### src/hw/rtl/wtpb_pkg.sv
// Shared types and constants for the weighted two-pixel blend pipeline.
package wtpb_pkg;

    localparam int unsigned CHAN_W         = 8;
    localparam int unsigned NUM_CHAN       = 3;
    localparam int unsigned PIX_W          = 32;
    localparam int unsigned WEIGHT_W       = 8;
    localparam int unsigned SUM_W          = WEIGHT_W + 1;
    localparam int unsigned PROD_W         = CHAN_W + WEIGHT_W;
    localparam int unsigned NUM_W          = PROD_W + 1;
    localparam int unsigned BITS_PER_STAGE = 2;
    localparam int unsigned DIV_STAGES     = CHAN_W / BITS_PER_STAGE;
    localparam int unsigned PIPE_DEPTH     = DIV_STAGES + 1;
    localparam int unsigned CFG_IDX_W      = 1;

    localparam logic [CFG_IDX_W-1:0] REG_WEIGHT_FIRST  = 1'b0;
    localparam logic [CFG_IDX_W-1:0] REG_WEIGHT_SECOND = 1'b1;

    // Channel 0 is red, 1 is green and 2 is blue.
    typedef struct packed {
        logic [PIX_W-1:0]                 pix_first;
        logic                             zero;
        logic [NUM_CHAN-1:0][NUM_W-1:0]   rem;
        logic [NUM_CHAN-1:0][CHAN_W-1:0]  quo;
    } t_pipe;

endpackage

### src/hw/rtl/wtpb_mul_stage.sv
// Weighting stage: forms the weighted channel sums of the two pixels.
module wtpb_mul_stage
    import wtpb_pkg::*;
(
    input  logic                  i_clk,
    input  logic                  i_rst_n,
    input  logic                  i_ld,
    input  logic                  i_valid,
    input  logic [PIX_W-1:0]      i_pixel_first,
    input  logic [PIX_W-1:0]      i_pixel_second,
    input  logic [WEIGHT_W-1:0]   i_weight_first,
    input  logic [WEIGHT_W-1:0]   i_weight_second,
    output logic                  o_valid,
    output t_pipe                 o_data
);

    logic  r_valid;
    t_pipe r_data;
    t_pipe n_data;
    logic [PROD_W-1:0] w_prod_a [NUM_CHAN];
    logic [PROD_W-1:0] w_prod_b [NUM_CHAN];

    always_comb begin
        n_data           = '0;
        n_data.pix_first = i_pixel_first;
        n_data.zero      = (i_weight_first == '0) && (i_weight_second == '0);
        for (int c = 0; c < NUM_CHAN; c++) begin
            w_prod_a[c] = i_pixel_first[CHAN_W*(NUM_CHAN-1-c) +: CHAN_W] * i_weight_first;
            w_prod_b[c] = i_pixel_second[CHAN_W*(NUM_CHAN-1-c) +: CHAN_W] * i_weight_second;
            n_data.rem[c] = NUM_W'(w_prod_a[c]) + NUM_W'(w_prod_b[c]);
        end
    end

    always_ff @(posedge i_clk) begin
        if (!i_rst_n) begin
            r_valid <= 1'b0;
        end else if (i_ld) begin
            r_valid <= i_valid;
        end
    end

    always_ff @(posedge i_clk) begin
        if (i_ld) begin
            r_data <= n_data;
        end
    end

    assign o_valid = r_valid;
    assign o_data  = r_data;

endmodule

### src/hw/rtl/wtpb_div_stage.sv
// Restoring divider stage: resolves two quotient bits of each channel.
module wtpb_div_stage
    import wtpb_pkg::*;
#(
    parameter int unsigned QBIT_HI = 7
) (
    input  logic              i_clk,
    input  logic              i_rst_n,
    input  logic              i_ld,
    input  logic              i_valid,
    input  t_pipe             i_data,
    input  logic [SUM_W-1:0]  i_sum,
    output logic              o_valid,
    output t_pipe             o_data
);

    logic  r_valid;
    t_pipe r_data;
    t_pipe n_data;
    logic [NUM_W-1:0] w_div;

    always_comb begin
        n_data = i_data;
        w_div  = '0;
        for (int c = 0; c < NUM_CHAN; c++) begin
            for (int k = 0; k < BITS_PER_STAGE; k++) begin
                w_div = NUM_W'(i_sum) << (QBIT_HI - k);
                if (n_data.rem[c] >= w_div) begin
                    n_data.rem[c]               = n_data.rem[c] - w_div;
                    n_data.quo[c][QBIT_HI - k]  = 1'b1;
                end
            end
        end
    end

    always_ff @(posedge i_clk) begin
        if (!i_rst_n) begin
            r_valid <= 1'b0;
        end else if (i_ld) begin
            r_valid <= i_valid;
        end
    end

    always_ff @(posedge i_clk) begin
        if (i_ld) begin
            r_data <= n_data;
        end
    end

    assign o_valid = r_valid;
    assign o_data  = r_data;

endmodule

### src/hw/rtl/weighted_two_pixel_blend_core.sv
// Top level of the weighted two-pixel blend core with its weight registers.
// The core takes one pixel pair per clock while any stage is empty or the output
// is ready, and returns blended pixels in order: the weighting stage forms the
// weighted sums and four restoring divider stages, two quotient bits each, divide
// by the weight sum. Each stage holds its transaction only while the one after it
// is full and stalled, so bubbles close up. Weights must be written through the
// configuration port only while the core is idle; the core does not enforce this.
module weighted_two_pixel_blend_core
    import wtpb_pkg::*;
(
    input  logic                  i_clk,
    input  logic                  i_rst_n,
    input  logic                  i_cfg_we,
    input  logic [CFG_IDX_W-1:0]  i_cfg_idx,
    input  logic [WEIGHT_W-1:0]   i_cfg_data,
    input  logic                  s_axis_tvalid,
    output logic                  s_axis_tready,
    // Bits 31-0 pixel_first, bits 63-32 pixel_second.
    input  logic [2*PIX_W-1:0]    s_axis_tdata,
    output logic                  m_axis_tvalid,
    input  logic                  m_axis_tready,
    // Bits 31-0 pixel_blended.
    output logic [PIX_W-1:0]      m_axis_tdata,
    // Bit 0 weights_zero.
    output logic                  m_axis_tuser
);

    logic [WEIGHT_W-1:0] r_weight_first;
    logic [WEIGHT_W-1:0] r_weight_second;
    logic [SUM_W-1:0]    w_sum;
    logic [PIPE_DEPTH:0] w_ld;
    logic                w_valid [PIPE_DEPTH];
    t_pipe               w_data  [PIPE_DEPTH];
    t_pipe               w_last;

    always_ff @(posedge i_clk) begin
        if (!i_rst_n) begin
            r_weight_first  <= WEIGHT_W'(1);
            r_weight_second <= WEIGHT_W'(1);
        end else if (i_cfg_we) begin
            case (i_cfg_idx)
                REG_WEIGHT_FIRST:  r_weight_first  <= i_cfg_data;
                REG_WEIGHT_SECOND: r_weight_second <= i_cfg_data;
                default: ;
            endcase
        end
    end

    assign w_sum = SUM_W'(r_weight_first) + SUM_W'(r_weight_second);

    always_comb begin
        w_ld[PIPE_DEPTH] = m_axis_tready;
        for (int k = PIPE_DEPTH - 1; k >= 0; k--) begin
            w_ld[k] = !w_valid[k] || w_ld[k+1];
        end
    end

    assign s_axis_tready = w_ld[0];

    wtpb_mul_stage u_mul (
        .i_clk           (i_clk),
        .i_rst_n         (i_rst_n),
        .i_ld            (w_ld[0]),
        .i_valid         (s_axis_tvalid),
        .i_pixel_first   (s_axis_tdata[PIX_W-1:0]),
        .i_pixel_second  (s_axis_tdata[2*PIX_W-1:PIX_W]),
        .i_weight_first  (r_weight_first),
        .i_weight_second (r_weight_second),
        .o_valid         (w_valid[0]),
        .o_data          (w_data[0])
    );

    for (genvar g = 1; g < PIPE_DEPTH; g++) begin : g_div
        wtpb_div_stage #(
            .QBIT_HI (CHAN_W - 1 - BITS_PER_STAGE * (g - 1))
        ) u_div (
            .i_clk   (i_clk),
            .i_rst_n (i_rst_n),
            .i_ld    (w_ld[g]),
            .i_valid (w_valid[g-1]),
            .i_data  (w_data[g-1]),
            .i_sum   (w_sum),
            .o_valid (w_valid[g]),
            .o_data  (w_data[g])
        );
    end

    assign w_last        = w_data[PIPE_DEPTH-1];
    assign m_axis_tvalid = w_valid[PIPE_DEPTH-1];
    assign m_axis_tuser  = w_last.zero;
    assign m_axis_tdata  = w_last.zero ? w_last.pix_first
                         : {w_last.pix_first[PIX_W-1 -: CHAN_W],
                            w_last.quo[0], w_last.quo[1], w_last.quo[2]};

    a_ready_when_drained: assert property (@(posedge i_clk) disable iff (!i_rst_n)
        !m_axis_tvalid |-> s_axis_tready)
        else $error("Input not ready although the output stage is empty.");

    a_ready_low_cause: assert property (@(posedge i_clk) disable iff (!i_rst_n)
        !s_axis_tready |-> (m_axis_tvalid && !m_axis_tready))
        else $error("Input stalled without a stalled output.");

    a_accept_enters: assert property (@(posedge i_clk) disable iff (!i_rst_n)
        (s_axis_tvalid && s_axis_tready) |=> w_valid[0])
        else $error("Accepted transaction did not enter the first stage.");

    a_stall_keeps_last: assert property (@(posedge i_clk) disable iff (!i_rst_n)
        (w_valid[PIPE_DEPTH-2] && !w_ld[PIPE_DEPTH-1]) |=> w_valid[PIPE_DEPTH-2])
        else $error("A stalled transaction was dropped before the output stage.");

endmodule

### config.mk
export PLATFORM = sky130hd
export DESIGN_NAME = weighted_two_pixel_blend_core
export DESIGN_NICKNAME = d
export VERILOG_FILES = /design/src/hw/rtl/wtpb_pkg.sv /design/src/hw/rtl/wtpb_mul_stage.sv /design/src/hw/rtl/wtpb_div_stage.sv /design/src/hw/rtl/weighted_two_pixel_blend_core.sv
export SDC_FILE = /design/constraint.sdc
export NUM_CORES = 2
export LEC_CHECK = 0
export CAP_MARGIN = 20
export CORE_AREA = 2 2 263 265
export CTS_CLUSTER_DIAMETER = 100
export DETAILED_ROUTE_END_ITERATION = 10
export DIE_AREA = 0 0 265 267
export DONT_BUFFER_PORTS = 1
export HOLD_SLACK_MARGIN = 0.03
export PLACE_DENSITY = 0.86
export SLEW_MARGIN = 10
export SYNTH_ARGS = -nofsm -noshare
export SYNTH_HDL_FRONTEND = slang
export SYNTH_SLANG_ARGS = --single-unit
export TNS_END_PERCENT = 100
### constraint.sdc
create_clock -name i_clk -period 8.85 [get_ports i_clk]
set_input_delay 1.3275 -clock i_clk [delete_from_list [all_inputs] [get_ports i_clk]]
set_output_delay 1.3275 -clock i_clk [all_outputs]
set_load 0.02 [all_outputs]
==> impl_metrics.yaml <==
sta:
  hold_viol: 0
  rsz0062_at_grt: "false"
  slew_violations: 0
  relSlewSlack_pct: 36.2
  setup_viol: 0
  post-route-min-period_ps: 7920
  setup_slack_ps: 934
  setup_tns_ps: 0
  max_freq_ghz: 0.126
  tightest_slew_ps: 958
  period_share_pct: 89.5
  fin_worst_skew_ps: 17.7
synthesis:
  synthMuxAreaShare_pct: 2.18
  ys_warn_count: 0
  syn-num-nets: 4674
  synthAdderAreaFrac_pct: 28.3
  yosys-top-cells-area: "edfxtp_1 (32%), fa_1 (16%), ha_1 (12%), inv_1 (4.8%), and2_1 (4.0%)"
  synth_simple_gate_area_share_pct: 14.5
  synth_top_family_by_area: "adder cells"
  synth-edff-count: 429
  synth-compound-area-share_pct: 10.1
  synth_xor_area_share_pct: 5.84
  async_reset_ff_share_pct: 0
  syn_inst: 3895
  ys_seq_area_share_pct: 33.0
  syn-cell-area_um2: 40300
  ys.flop_type: "edfxtp_1"
  netlist.area_leader.share_pct: 31.9
  synth.distinct_cells: 108
  yosysTopAreaCell: "edfxtp_1"
  syn_area_per_cell_um2: 10.4
  ys_seq_elements: 450
cells_and_area:
  drive_gt1_share_pct: 6.32
  fin_nets: 4665
  stdcell_area_um2: 43000
  areaGrowthSynthToFinish_pct: 6.53
  post-route-util_pct: 63.2
  stdcell_count: 4804
  fillers: 5045
  layout_common_cells: "inv_1 (513), edfxtp_1 (429), ha_1 (388), nand2_1 (351), fa_1 (312)"
  layout_commonest_cell: "inv_1"
power_and_ir_drop:
  pwr-share-seq_pct: 25.2
  p_clk_share_pct: 12.8
  sw_frac_of_total_pct: 42.8
  comb_power_share_pct: 61.9
  power_leakage_nw: 19.0
  p_switching_mw: 6.56
  p_int_mw: 8.78
  power_density_nw_per_um2: 357
  ir_worst_vdd_mv: 0.190
grt:
  grt_max_degree: 76
  antenna_found_initial: 2
  grt_remaining_overflow: 0
  track_usage_pct: 25.8
  grt_pass1_wl_um: 146000
  first_global_vias: 28900
critical_path:
  arrival_ps: 8250
  cp.buffers_inverters: 5
  rr_worst_depth: 29
  worst_path_largest_cell_delay_ps: 670
  timing.rr.end: "g_div[1].u_div.o_data[55]"
  required_ps: 9180
  reg2reg_setup_slack_ps: 930
  critPathCaptureType: "register"
  critical_path_class: "register to register"
  timing.critical_path.slowest_stage_cell: "nor3_1"
  cp_max_fo: 18
  worstReg2RegStart: "r_weight_second[0]"
  path_delay_family: "simple AND/OR/NAND/NOR gates"
  start_kind: "register"
status:
  status: "completed"
routing:
  viasPerCell: 5.92
  dr.pass1.iters: 8
  via_count: 28400
  wl_per_cell_um: 18.8
  drt_iter0_markers: 2429
  routed_wl_um: 90200
  drtAntennaViolNets: 0
  route.detailed.drc: 0
place:
  io_buffers: 0
  routabilityCongestion: 0.931
  hpwl_um: 68600
  dp.cells: 4722
  dpl_cell_area_um2: 41400
  dp_slack_ps: 1310
floorplanning:
  start_util_pct: 59.3
  pin_count: 113
  die_height_um: 267
  rows: 96
  die_w_um: 265
  die_area_um2: 70800
  core-area_um2: 68000
cts:
  clkTransAtPathRegs_ps: 70
  clock_path_buffers: 3
  root_buffer: "clkbuf_16"
  clk_latency_ps: 580
  ctsHtreeMaxLevel: 2
  cts_tree: "done"
  post-cts-setup-buffers: 0
  cts.repair.resized: 0
  cts_hold_buf: 0
  cts_sinks: 450
  numCtsBuffers: 44
min_path:
  hp-start: "u_mul.o_data[87]"
  hold_end: "g_div[1].u_div.o_data[87]"
  hp-class: "register to register"
  hold_depth: 0
flow_run:
  drv_cap: 0
worst reg2reg max path, delay by kind of cell (launching register included):
family                     cells  cell delay (ps)
and+or+nand+nor                9             2670
AOI/OAI and AO/OA             10             2180
buffers and inverters          5              960
DFF                            1              340
muxes                          1              430
adders and majority gates      4             1100
cells in the mapped netlist, types with 7 or more instances:
master / number
nand3_1: 45
a21oi_1: 178
a211o_1: 8
a311oi_1: 8
mux2_2: 45
o21a_1: 15
o21ai_1: 17
and4_1: 8
nand4_1: 30
a31oi_1: 15
xnor3_1: 9
nand2b_1: 50
and3_1: 10
xor2_1: 71
dfxtp_1: 21
o21ai_0: 143
a211oi_1: 17
nand2_1: 353
nor4_1: 28
fa_1: 313
buf_2: 16
o31ai_1: 14
maj3_1: 26
buf_4: 15
mux2i_1: 28
or2_2: 7
a21boi_0: 23
xnor2_1: 166
a21o_1: 75
and2_1: 257
o21bai_1: 30
edfxtp_1: 429
inv_1: 515
nor3_1: 43
ha_1: 388
nor2_1: 163
nor2b_1: 54
nand4b_1: 9
or3_1: 17
clkbuf_1: 71
nor3b_1: 8
or4_1: 12
o31a_1: 8
flip-flops by register name (all words and copies together), names as in the netlist:
name                 count
r_weight_second          8
g_div.u_div.o_data     345
u_mul.o_data            84
r_weight_first           8
u_mul.o_valid            1
g_div.u_div.o_valid      4
layer usage:
metal | global-route usage, % | wire, um
met5 | 0 | 18
met4 | 11.9 | 4200
met3 | 4.16 | 7050
met2 | 43.9 | 43300
met1 | 32.3 | 35600
metrics by stage:
step | hold slack, ps | power [mW]
after floorplan | 400 | 11.4
after global placement | 400 | 12.7
after detailed placement | 405 | 13.1
after CTS | 413 | 15.2
after global routing | 422 | 16.6
final | 414 | 15.3
power groups by stage:
stage                     Sequential (mW)  Combinational [mW]  Clock (mW)
after floorplan                      3.70                7.69           0
after global placement               3.87                8.83           0
after detailed placement             3.90                9.25           0
after CTS                            3.86                9.39        1.99
after global routing                 3.93                10.6        2.05
final                                3.87                9.50        1.96
worst max-delay path by stage:
stage	from	to	slack, ps	cells after the start
CTS	r_weight_second[0]	g_div[1].u_div.o_data[55]	1150	29
floorplan	r_weight_first[1]	g_div[1].u_div.o_data[55]	1340	28
global placement	r_weight_second[0]	g_div[1].u_div.o_data[55]	1590	29
finish	r_weight_second[0]	g_div[1].u_div.o_data[55]	930	29
global route	r_weight_second[0]	g_div[3].u_div.o_data[74]	530	30
detailed placement	r_weight_second[0]	g_div[1].u_div.o_data[55]	1310	29
logic make-up after synthesis:
kind of cell | after synthesis
buffers and inverters | 630
adder cells (fa/ha/maj) | 730
multiplexers | 80
AND/OR/NAND/NOR | 1127
XOR/XNOR | 250
flip-flops | 450
AO/OA/AOI/OAI | 628
final cells by class:
type                            instances  area (um2)  share of cell area (%)
Clock inverter                         32         367                   0.853
Multi-Input combinational cell       2815       24600                    57.3
Timing Repair Buffer                   56         433                    1.01
Antenna cell                            1        2.50                 0.00583
Inverter                              519        1950                    4.55
Tap cell                              882        1100                    2.57
Clock buffer                           49        1160                    2.70
Sequential cell                       450       13300                    31.0
No activity file was read; power rests on OpenSTA's default activity.
